==> config.mk <==
export PLATFORM = sky130hd
export DESIGN_NAME = ordered_list_deque_engine_top
export DESIGN_NICKNAME = d
export VERILOG_FILES = /design/src/sv/odq_pkg.sv /design/src/sv/ordered_list_deque_engine_top.sv /design/src/sv/odq_ram.sv
export SDC_FILE = /design/constraint.sdc
export NUM_CORES = 1
export LEC_CHECK = 0
export BUFFER_PORTS_ARGS = -buffer_cell sky130_fd_sc_hd__buf_2
export CAP_MARGIN = 20
export CORE_MARGIN = 4
export CORE_UTILIZATION = 55
export DETAILED_ROUTE_END_ITERATION = 10
export GPL_ROUTABILITY_DRIVEN = 0
export HOLD_SLACK_MARGIN = 0.02
export PLACE_DENSITY = 0.81
export SLEW_MARGIN = 15
export SYNTH_ARGS = -nofsm -noshare
export SYNTH_HDL_FRONTEND = slang
export SYNTH_SLANG_ARGS = --single-unit
==> constraint.sdc <==
create_clock -name aclk -period 4.65 [get_ports aclk]
set_input_delay 0.465 -clock aclk [delete_from_list [all_inputs] [get_ports aclk]]
set_output_delay 0.465 -clock aclk [all_outputs]
set_load 0.01 [all_outputs]
==> src/sv/odq_pkg.sv <==
// ----------------------------------------------------------------------------
// Ordered list deque package
// Sizes, action and status codes, and the beat types of both channels.
// ----------------------------------------------------------------------------
package odq_pkg;

    localparam int DEPTH      = 16;
    localparam int DATA_WIDTH = 32;
    localparam int ADDR_W     = $clog2(DEPTH);
    localparam int CNT_W      = $clog2(DEPTH + 1);
    localparam int ACTION_W   = 3;
    localparam int POS_W      = 5;
    localparam int STATUS_W   = 2;
    localparam int COUNT_W    = 5;

    localparam logic [ACTION_W-1:0] ACT_PUSH_HEAD = 3'd0;
    localparam logic [ACTION_W-1:0] ACT_PUSH_TAIL = 3'd1;
    localparam logic [ACTION_W-1:0] ACT_REMOVE    = 3'd2;
    localparam logic [ACTION_W-1:0] ACT_CLEAR     = 3'd3;
    localparam logic [ACTION_W-1:0] ACT_LIST_HEAD = 3'd4;
    localparam logic [ACTION_W-1:0] ACT_LIST_TAIL = 3'd5;

    localparam logic [STATUS_W-1:0] STAT_DONE     = 2'd0;
    localparam logic [STATUS_W-1:0] STAT_EMPTY    = 2'd1;
    localparam logic [STATUS_W-1:0] STAT_FULL     = 2'd2;
    localparam logic [STATUS_W-1:0] STAT_BAD_POS  = 2'd3;

    typedef struct packed {
        logic [ACTION_W-1:0]          action;
        logic signed [DATA_WIDTH-1:0] item_value;
        logic [POS_W-1:0]             position;
    } in_beat_t;

    typedef struct packed {
        logic signed [DATA_WIDTH-1:0] elem_value;
        logic [STATUS_W-1:0]          status;
        logic                         last;
        logic [COUNT_W-1:0]           elem_count;
    } out_beat_t;

endpackage

==> src/sv/ordered_list_deque_engine_top.sv <==
// ----------------------------------------------------------------------------
// Ordered list deque engine
// Bounded list of signed values kept in a circular buffer in one RAM, with
// push at either end, removal at a position, clear and full listing.
// ----------------------------------------------------------------------------
// Push, clear and rejected actions pass through the acknowledge state and give
// their single beat from the output register. A removal shifts each entry
// behind the gap one place toward the head. A listing fetches its first entry
// on acceptance and then gives one beat per cycle while the result side takes them.
// A new item is accepted only once the last one is done; a listing or removal
// is bounded by the one-read, one-write RAM port.
// Reset clears count, head, cursor and handshake state; the entry RAM is not
// cleared, since an entry is only read after it has been written.
module ordered_list_deque_engine_top (
    input  logic               aclk,
    input  logic               aresetn,
    input  logic               s_valid,
    output logic               s_ready,
    input  odq_pkg::in_beat_t  s_beat,
    output logic               m_valid,
    input  logic               m_ready,
    output odq_pkg::out_beat_t m_beat
);
    import odq_pkg::*;

    // The controller is idle, shifting entries toward the head after a
    // removal, streaming a listing, or holding a single acknowledgement.
    typedef enum logic [3:0] {
        ST_IDLE  = 4'b0001,
        ST_SHIFT = 4'b0010,
        ST_LIST  = 4'b0100,
        ST_ACK   = 4'b1000
    } state_t;

    state_t              state_reg, state_next;
    logic [CNT_W-1:0]    fill_reg, fill_next;
    logic [ADDR_W-1:0]   head_reg, head_next;
    logic [CNT_W-1:0]    walk_reg, walk_next;
    logic [STATUS_W-1:0] status_reg, status_next;
    logic                from_tail_reg, from_tail_next;
    logic                m_valid_reg, m_valid_next;
    out_beat_t           m_beat_reg, m_beat_next;

    logic                    ram_we, ram_re;
    logic [ADDR_W-1:0]       ram_waddr, ram_raddr;
    logic [DATA_WIDTH-1:0]   ram_wdata, ram_rdata;

    logic              accept;
    logic              out_free;
    logic              list_last;
    logic [CNT_W-1:0]  walk_plus1;

    // Physical slot of a logical position, counted from 0 at the head.
    // The sum stays below twice the depth, so one subtract wraps it.
    function automatic logic [ADDR_W-1:0] slot_of(input logic [ADDR_W-1:0] head,
                                                  input logic [CNT_W-1:0]  logical);
        logic [CNT_W:0] sum;
        sum = (CNT_W + 1)'(head) + (CNT_W + 1)'(logical);
        if (sum >= (CNT_W + 1)'(DEPTH)) begin
            sum = sum - (CNT_W + 1)'(DEPTH);
        end
        return ADDR_W'(sum);
    endfunction

    // Logical position of the walk step when listing in either direction.
    function automatic logic [CNT_W-1:0] list_pos(input logic             tail,
                                                  input logic [CNT_W-1:0] fill,
                                                  input logic [CNT_W-1:0] step);
        return tail ? CNT_W'(fill - CNT_W'(1) - step) : step;
    endfunction

    assign s_ready    = (state_reg == ST_IDLE);
    assign accept     = s_valid && s_ready;
    assign out_free   = !m_valid_reg || m_ready;
    assign walk_plus1 = walk_reg + CNT_W'(1);
    assign list_last  = (walk_plus1 == fill_reg);

    assign m_valid = m_valid_reg;
    assign m_beat  = m_beat_reg;

    odq_ram #(
        .WIDTH (DATA_WIDTH),
        .DEPTH (DEPTH)
    ) u_entries (
        .aclk  (aclk),
        .we    (ram_we),
        .waddr (ram_waddr),
        .wdata (ram_wdata),
        .re    (ram_re),
        .raddr (ram_raddr),
        .rdata (ram_rdata)
    );

    always_comb begin
        state_next     = state_reg;
        fill_next      = fill_reg;
        head_next      = head_reg;
        walk_next      = walk_reg;
        status_next    = status_reg;
        from_tail_next = from_tail_reg;
        m_valid_next   = m_valid_reg && !m_ready;
        m_beat_next    = m_beat_reg;
        ram_we         = 1'b0;
        ram_waddr      = slot_of(head_reg, walk_reg);
        ram_wdata      = ram_rdata;
        ram_re         = 1'b0;
        ram_raddr      = slot_of(head_reg, walk_reg);

        case (state_reg)
            ST_IDLE: begin
                if (accept) begin
                    status_next = STAT_DONE;
                    state_next  = ST_ACK;
                    case (s_beat.action)
                        ACT_PUSH_HEAD, ACT_PUSH_TAIL: begin
                            if (fill_reg >= CNT_W'(DEPTH)) begin
                                status_next = STAT_FULL;
                            end else begin
                                ram_we    = 1'b1;
                                ram_wdata = s_beat.item_value;
                                fill_next = fill_reg + CNT_W'(1);
                                if (s_beat.action == ACT_PUSH_HEAD) begin
                                    head_next = (head_reg == '0) ? ADDR_W'(DEPTH - 1)
                                                                 : head_reg - ADDR_W'(1);
                                    ram_waddr = head_next;
                                end else begin
                                    ram_waddr = slot_of(head_reg, fill_reg);
                                end
                            end
                        end
                        ACT_REMOVE: begin
                            if (s_beat.position == '0 || s_beat.position > fill_reg) begin
                                status_next = STAT_BAD_POS;
                            end else if (s_beat.position == fill_reg) begin
                                // Removing the tail entry moves nothing.
                                fill_next = fill_reg - CNT_W'(1);
                            end else begin
                                // Fetch the entry behind the gap; it lands next cycle.
                                walk_next  = CNT_W'(s_beat.position - POS_W'(1));
                                ram_re     = 1'b1;
                                ram_raddr  = slot_of(head_reg, CNT_W'(s_beat.position));
                                state_next = ST_SHIFT;
                            end
                        end
                        ACT_CLEAR: begin
                            fill_next = '0;
                            head_next = '0;
                        end
                        ACT_LIST_HEAD, ACT_LIST_TAIL: begin
                            if (fill_reg == '0) begin
                                status_next = STAT_EMPTY;
                            end else begin
                                from_tail_next = (s_beat.action == ACT_LIST_TAIL);
                                walk_next      = '0;
                                ram_re         = 1'b1;
                                ram_raddr      = slot_of(head_reg,
                                                         list_pos(from_tail_next, fill_reg,
                                                                  CNT_W'(0)));
                                state_next     = ST_LIST;
                            end
                        end
                        default: begin
                            // Undefined actions are dropped without a beat.
                            state_next = ST_IDLE;
                        end
                    endcase
                end
            end

            ST_SHIFT: begin
                // Write the fetched entry one place toward the head and fetch
                // the one two places on; the two slots never coincide.
                ram_we    = 1'b1;
                ram_waddr = slot_of(head_reg, walk_reg);
                ram_wdata = ram_rdata;
                if ((walk_reg + CNT_W'(2)) < fill_reg) begin
                    ram_re    = 1'b1;
                    ram_raddr = slot_of(head_reg, walk_reg + CNT_W'(2));
                    walk_next = walk_plus1;
                end else begin
                    fill_next   = fill_reg - CNT_W'(1);
                    walk_next   = '0;
                    status_next = STAT_DONE;
                    state_next  = ST_ACK;
                end
            end

            ST_LIST: begin
                if (out_free) begin
                    m_valid_next           = 1'b1;
                    m_beat_next.elem_value = ram_rdata;
                    m_beat_next.status     = STAT_DONE;
                    m_beat_next.last       = list_last;
                    m_beat_next.elem_count = COUNT_W'(fill_reg);
                    if (list_last) begin
                        walk_next  = '0;
                        state_next = ST_IDLE;
                    end else begin
                        walk_next = walk_plus1;
                        ram_re    = 1'b1;
                        ram_raddr = slot_of(head_reg,
                                            list_pos(from_tail_reg, fill_reg, walk_plus1));
                    end
                end
            end

            ST_ACK: begin
                if (out_free) begin
                    m_valid_next           = 1'b1;
                    m_beat_next.elem_value = '0;
                    m_beat_next.status     = status_reg;
                    m_beat_next.last       = 1'b1;
                    m_beat_next.elem_count = COUNT_W'(fill_reg);
                    state_next             = ST_IDLE;
                end
            end

            default: begin
                state_next = ST_IDLE;
            end
        endcase
    end

    always_ff @(posedge aclk) begin
        if (!aresetn) begin
            state_reg   <= ST_IDLE;
            fill_reg    <= '0;
            head_reg    <= '0;
            walk_reg    <= '0;
            m_valid_reg <= 1'b0;
        end else begin
            state_reg   <= state_next;
            fill_reg    <= fill_next;
            head_reg    <= head_next;
            walk_reg    <= walk_next;
            m_valid_reg <= m_valid_next;
        end
    end

    always_ff @(posedge aclk) begin
        status_reg    <= status_next;
        from_tail_reg <= from_tail_next;
        m_beat_reg    <= m_beat_next;
    end

    // The list never holds more entries than the buffer has slots.
    assert property (@(posedge aclk) disable iff (!aresetn)
        fill_reg <= CNT_W'(DEPTH))
        else $error("fill count above depth");

    // Every item leaves the walk cursor back at zero.
    assert property (@(posedge aclk) disable iff (!aresetn)
        (state_reg == ST_IDLE) |-> (walk_reg == '0))
        else $error("walk cursor not cleared at idle");

    // A shift never reads the slot it is writing in the same cycle.
    assert property (@(posedge aclk) disable iff (!aresetn)
        (ram_we && ram_re) |-> (ram_waddr != ram_raddr))
        else $error("read and write collide on one slot");

    // Any beat with a non-done status is the single, final beat of its item.
    assert property (@(posedge aclk) disable iff (!aresetn)
        (m_valid_reg && m_beat_reg.status != STAT_DONE) |-> m_beat_reg.last)
        else $error("error status on a non-final beat");

    // A listing only runs over a non-empty list.
    assert property (@(posedge aclk) disable iff (!aresetn)
        (state_reg == ST_LIST) |-> (walk_reg < fill_reg))
        else $error("listing cursor beyond fill count");

endmodule

==> src/sv/odq_ram.sv <==
// ----------------------------------------------------------------------------
// Generic RAM
// One write port and one read port; read data is registered and holds
// its value in cycles without a read.
// ----------------------------------------------------------------------------
module odq_ram #(
    parameter int WIDTH = 32,
    parameter int DEPTH = 16
) (
    input  logic                     aclk,
    input  logic                     we,
    input  logic [$clog2(DEPTH)-1:0] waddr,
    input  logic [WIDTH-1:0]         wdata,
    input  logic                     re,
    input  logic [$clog2(DEPTH)-1:0] raddr,
    output logic [WIDTH-1:0]         rdata
);

    logic [WIDTH-1:0] mem [DEPTH];

    always_ff @(posedge aclk) begin
        if (we) begin
            mem[waddr] <= wdata;
        end
        if (re) begin
            rdata <= mem[raddr];
        end
    end

endmodule
==> Word level (Yosys, flattened, before mapping) <==
Memory sizes are Yosys's and may differ from the RTL's. A register that Yosys moved wholly into a read port is not among the register bits.
Cells that the tools add are included.
{ "word_totals": {"ff_bits": 62, "elab_cells": 174, "mem_bits_rw": 512, "input_bits": 44, "memories": 1, "out_inout_bits": 42} }
{ "mem_list": {"columns": ["name", "depth", "width", "rd", "rd_clocked_by_memory_dff", "write_ports", "line", "rtl"], "rows": [
  ["u_entries.mem", 16, 32, 1, 1, 1, "odq_ram.sv:19", "logic [WIDTH-1:0] mem [DEPTH];"]
]} }
{ "classes": {"addsub": 19, "n_reduce_logical": 25, "n_bitwise": 1, "n_eq_ne": 25, "magnitude_cmp": 9, "mux": 83} }
{ "op_table": {"columns": ["op", "n"], "rows": [
  ["two-way mux 32 bit", 4],
  ["two-way mux 4 bit", 29],
  ["two-way mux 40 bit", 2],
  ["case mux 40 bit (2 select lines)", 1],
  ["two-way mux 5 bit", 14],
  ["adder 4 x 5 -> 6 bit", 6],
  [">= comparator 6 x 5 -> 1 bit (second input constant)", 6],
  ["case mux 5 bit (3 select lines)", 2],
  ["subtractor 4 x 1 -> 4 bit (second input constant)", 7],
  ["case mux 4 bit (3 select lines)", 2],
  ["case mux 5 bit (2 select lines)", 2],
  ["case mux 4 bit (2 select lines)", 2],
  ["case mux 4 bit (4 select lines)", 1],
  ["two-way mux 1 bit", 15],
  ["!= test 3 bit (second input constant)", 5],
  ["AND reduction 7 bit", 2],
  ["!= test 2 bit (second input constant)", 6],
  ["adder 5 x 1 -> 5 bit (second input constant)", 2],
  ["== test 5 bit", 2],
  ["zero test 5 bit", 2],
  ["AND reduction 5 bit", 2],
  ["subtractor 5 x 1 -> 5 bit (second input constant)", 2],
  ["two-way mux 2 bit", 4],
  ["== test 3 x 2 -> 1 bit (second input constant)", 2],
  ["other kinds (30)", 40]
]} }

==> Depth between registers and ports, before layout <==
{ "logic_depth": {"word_depth": 9, "mapped_depth": 20, "mapped_depth_nobuf": 17} }

==> Cells and area by module <==
From an unflattened synthesis, not the netlist that was laid out.
{ "hier_totals": {"hier_cells": 1338, "area_unflattened_um2": 25286.8} }
{ "modules_own_cells": {"columns": ["module", "area_per_inst_um2", "cells_per_inst", "n_inst", "seq_area_each_um2"], "rows": [
  ["odq_ram", 20156.8, 838, 1, 16335.7],
  ["ordered_list_deque_engine_top", 5129.9, 500, 1, 1671.6]
]} }

==> Worst setup path before layout <==
Ideal clock, no wire load.
{ "synth_timing": {"path_kind": "reg2reg", "startpoint": "reg fill_reg[1]", "endpoint": "reg u_entries.rdata[10] (read register of u_entries.mem) (data pin)", "path_stages_with_launch": 18, "t_arrival_ns": 4.102, "setup_time_ns": 0.272, "period_less_slack_ns": 4.374, "n_path_buf": 3, "slack_ns": 0.276, "required_time_ns": 4.378, "cell_sequence": "dfxtp_1 > clkbuf_1 > inv_1 > ha_1 > fa_1 > a21oi_1 > ha_1 > a21o_1 > a21oi_1 > xnor2_1 > xnor2_1 > a22o_1 > a221oi_4 > or3_1 > clkbuf_1 > buf_2 > o22ai_1 > or4_1"} }
{ "synth_via": {"elab_chain_len": 9, "elab_cells_between_ends": 36, "classes_between": "6 x add/sub; 4 x order compare; 2 x eq/ne; 22 x mux; 2 x reduce/logical"} }
{ "synth_lines": {"columns": ["element", "line", "rtl"], "rows": [
  ["start, declared", "ordered_list_deque_engine_top.sv:36", "logic [CNT_W-1:0] fill_reg, fill_next;"],
  ["start signal, assigned", "ordered_list_deque_engine_top.sv:233", "fill_reg <= fill_next;"],
  ["subtractor 5 x 1 -> 5 bit", "ordered_list_deque_engine_top.sv:69", "return tail ? CNT_W'(fill - CNT_W'(1) - step) : step;"],
  ["subtractor 5 bit or two-way mux 5 bit (tied branches)", "ordered_list_deque_engine_top.sv:69", null],
  ["two-way mux 5 bit or adder 4 x 5 -> 6 bit (tied branches)", "ordered_list_deque_engine_top.sv:69, ordered_list_deque_engine_top.sv:58", null],
  ["adder 4 x 5 -> 6 bit (tied with other cells)", "ordered_list_deque_engine_top.sv:58", "sum = (CNT_W + 1)'(head) + (CNT_W + 1)'(logical);"],
  [">= comparator 6 x 5 -> 1 bit (tied with other cells)", "ordered_list_deque_engine_top.sv:59", "if (sum >= (CNT_W + 1)'(DEPTH)) begin"],
  ["two-way mux 4 bit (on tied branches)", "ordered_list_deque_engine_top.sv:59, ordered_list_deque_engine_top.sv:150", null],
  ["two-way mux 4 bit or case mux 4 bit (2 select lines) (tied branches)", "ordered_list_deque_engine_top.sv:195, ordered_list_deque_engine_top.sv:114", null],
  ["two-way mux 4 bit (on tied branches)", "ordered_list_deque_engine_top.sv:189, ordered_list_deque_engine_top.sv:111", null],
  ["case mux 4 bit (3 select lines)", "ordered_list_deque_engine_top.sv:109", "case (state_reg)"],
  ["end, declared", "odq_ram.sv:16", "output logic [WIDTH-1:0] rdata"]
]} }
Several ways; a longest one is shown, not always the timed one.
A chain may end at the register's enable or synchronous reset.

==> Worst setup path in the final report <==
{ "layout_timing": {"startpoint": "reg walk_reg[2]", "endpoint": "reg u_entries.rdata[19] (read register of u_entries.mem) (data pin)"} }
{ "layout_via": {"elab_chain_len": 9, "elab_cells_between_ends": 31, "classes_between": "9 x add/sub; 4 x order compare; 1 x eq/ne; 17 x mux"} }
{ "layout_lines": {"columns": ["element", "line", "rtl"], "rows": [
  ["start, declared", "ordered_list_deque_engine_top.sv:38", "logic [CNT_W-1:0] walk_reg, walk_next;"],
  ["start signal, assigned", "ordered_list_deque_engine_top.sv:235", "walk_reg <= walk_next;"],
  ["adder 5 x 1 -> 5 bit", "ordered_list_deque_engine_top.sv:75", "assign walk_plus1 = walk_reg + CNT_W'(1);"],
  ["subtractor 5 bit", "ordered_list_deque_engine_top.sv:69", null],
  ["two-way mux 5 bit", "ordered_list_deque_engine_top.sv:69", null],
  ["adder 4 x 5 -> 6 bit", "ordered_list_deque_engine_top.sv:58", null],
  [">= comparator 6 x 5 -> 1 bit or subtractor 4 x 1 -> 4 bit (tied branches)", "ordered_list_deque_engine_top.sv:59, ordered_list_deque_engine_top.sv:60", null],
  ["two-way mux 4 bit", "ordered_list_deque_engine_top.sv:59", null],
  ["two-way mux 4 bit", "ordered_list_deque_engine_top.sv:195", "if (list_last) begin"],
  ["two-way mux 4 bit", "ordered_list_deque_engine_top.sv:189", "if (out_free) begin"],
  ["case mux 4 bit (3 select lines)", "ordered_list_deque_engine_top.sv:109", null]
]} }
Several ways; a longest one is shown, not always the timed one.

==> flow_summary.json <==
{
  "status": "complete, no violations",
  "via_per_inst": 6.26,
  "cp-start-kind": "flip-flop",
  "syn_to_final_growth_pct": 13.8,
  "cp_max_fo": 81,
  "pwr-share-comb": 0.179,
  "worst_pin_slew_ns": 0.733,
  "max_freq_mhz": 228,
  "cts_sinks": 606,
  "hold_violations": 0,
  "synth_cells": 1549,
  "largest_reg_flops": 512,
  "start_util": 0.556,
  "dpl.cell_count": 2212,
  "antenna_found_initial": 0,
  "portBuffers": 85,
  "min_period_over_period": 0.944,
  "wl_per_cell_um": 25.5,
  "yosys.area.top_type": "edfxtp_1",
  "io_pins": 86,
  "drt_iter0_drc": 1573,
  "synth_top_flop_cell": "edfxtp_1",
  "route.detailed.drc": 0,
  "floorplan.core_area_mm2": 0.0453,
  "synthesis.area_mm2": 0.0252,
  "p_int_uw": 9980,
  "ys_types": 68,
  "grt_start_max_net_pins": 82,
  "clkTransAtPathRegs_ns": 0.06,
  "ys_ff_latch": 606,
  "fin_util": 0.633,
  "clockBufferDepth": 3,
  "drive_above_1_share": 0.166,
  "synth-async-reset-ratio": 0,
  "yosysTopAreaCellShare": 0.700,
  "synth_edf_count": 587,
  "num-nets-final": 1759,
  "switching_share": 0.261,
  "hold_path_class": "input port to flip-flop",
  "end_kind": "flip-flop",
  "dr_total_vias": 14489,
  "grtUsageTotal": 0.232,
  "die_area_mm2": 0.0493,
  "crit_arrival_ns": 4.76,
  "antenna_left": 0,
  "synth_area_leaders": "edfxtp_1, mux2i_1, o22ai_1",
  "yosysMostFrequentCell": "edfxtp_1",
  "h-tree-depth": 2,
  "grt_overflow": 0,
  "path_class": "flip-flop to flip-flop",
  "clkPwrFrac": 0.327,
  "n_antenna_cell": 0,
  "syn-num-nets": 1637,
  "p_sw_uw": 3530,
  "cts-root-buf": "clkbuf_16",
  "cp.required_ns": 5.02,
  "insertion_delay_ns": 0.63,
  "die_x_um": 222,
  "cts_tree": "yes",
  "grt_pass1_wl_um": 87100,
  "slew_viol_final": 0,
  "dp_hpwl_um": 33000,
  "postCtsHoldBufs": 0,
  "finalSetupViolCount": 0,
  "seqCellArea_mm2": 0.0180,
  "p_leak_uw": 0.00959,
  "wl_um": 59000,
  "die_h_um": 222,
  "fill_cells": 3098,
  "avgSynthCellArea_um2": 16.3,
  "yosys_warnings": 0,
  "slew_headroom": 0.508,
  "hold_slack_ns": 0.190,
  "max_cap_viol_count": 0,
  "numCtsBuffers": 55,
  "seq_area_frac_synth": 0.715,
  "num_rows": 78,
  "powerDensity_mw_per_mm2": 471,
  "ir_worst_vdd_mv": 0.314,
  "stdcell_count": 2313,
  "grt_pass1_vias": 14298,
  "seqPwrFrac": 0.494,
  "min_period_ns": 4.39,
  "drt_first_pass_iters": 6,
  "multi_input_area_mm2": 0.00691,
  "yosys-top-cells-count": "edfxtp_1, mux2i_1, o22ai_1",
  "skew_ns": 0.0216
}
==> layout make-up <==
| cell class | instances | share of cell area |
|---|---|---|
| clock inverters | 34 | 0.0114 |
| inverters | 27 | 0.00354 |
| multi-input cells | 840 | 0.241 |
| repair buffers | 141 | 0.0391 |
| flip-flops and latches | 606 | 0.628 |
| clock buffers | 65 | 0.0501 |
| well taps | 600 | 0.0262 |
==> what timing repair did <==
item	in CTS	in global routing
resized for setup	0	5
setup buffers	0	2
setup endpoints to repair	0	32
==> layout by cell type (no fill, tap or decap), types with 11 or more instances in the layout <==
master,synthesis,final
edfxtp_1,587,587
mux2i_1,262,262
o22ai_1,132,132
buf_2,39,85
clkbuf_16,0,56
nor2b_1,51,51
nand2_1,39,39
ha_1,37,37
or4_1,33,33
buf_4,1,33
a21oi_1,32,32
mux2_2,32,32
inv_1,26,25
nor2_1,40,23
buf_12,0,21
xnor2_1,20,20
dfxtp_1,19,19
o21ai_0,17,17
nor2_4,0,17
clkinv_1,0,14
xor2_1,12,12
nand3_1,15,11
==> through the flow <==
stage / power (µW) / TNS [ns] / instance area [µm²] / setup slack, ns
floorplan: 8370 / 0 / 25200 / 0.276
global placement: 9050 / 0 / 26900 / 0.316
detailed placement: 9140 / 0 / 26900 / 0.148
CTS: 13500 / 0 / 28600 / 0.136
global route: 14000 / -0.00498 / 28700 / -0.00498
finish: 13500 / 0 / 28700 / 0.258
==> critical path, stage by stage, from the launching register on <==
cell	delay, ns
dfxtp_1	0.59
ha_1	0.34
xor2_1	0.11
ha_1	0.31
o2111ai_1	0.14
nand3_1	0.22
nand2_1	0.15
and4b_1	0.26
o221ai_4	0.50
buf_12	0.51
mux2i_1	0.32
o22ai_1	0.10
or4_1	0.49
==> layer usage <==
metal	wire (µm)	global-route usage	vias up
li1	-	-	6360
met1	23100	0.318	7168
met2	28300	0.378	802
met3	5540	0.0490	159
met4	2040	0.0754	0
met5	0	0	-
==> final timing paths <==
| kind | depth (start not counted) | slack, ns | to | start |
|---|---|---|---|---|
| setup / recovery | 12 | 0.26 | u_entries.rdata[19] | walk_reg[2] |
| hold / removal | 3 | 0.19 | m_valid | m_ready |
| setup reg to reg | 12 | 0.26 | u_entries.rdata[19] | walk_reg[2] |
| hold reg to reg | 2 | 0.53 | m_valid | m_valid |
==> logic make-up (layout without fill, tap and decap cells) <==
group | Yosys count | after routing | share of synthesized area
XOR/XNOR | 32 | 32 | 0.0111
flip-flops | 606 | 606 | 0.715
AO/OA/AOI/OAI | 240 | 240 | 0.0625
buffers and inverters | 103 | 267 | 0.0174
multiplexers | 294 | 294 | 0.118
AND/OR/NAND/NOR | 230 | 230 | 0.0516
adder cells (fa/ha/maj) | 44 | 44 | 0.0239
==> power by group through the flow <==
stage / registers (µW) / clock network, µW / logic, µW
2_1_floorplan: 6730 / 0 / 1640
3_3_place_gp: 6780 / 0 / 2270
3_5_place_dp: 6780 / 0 / 2360
4_1_cts: 6670 / 4480 / 2380
5_1_grt: 6680 / 4710 / 2580
6_report: 6670 / 4420 / 2420
Note: power is estimated with default switching activity, not from simulation.
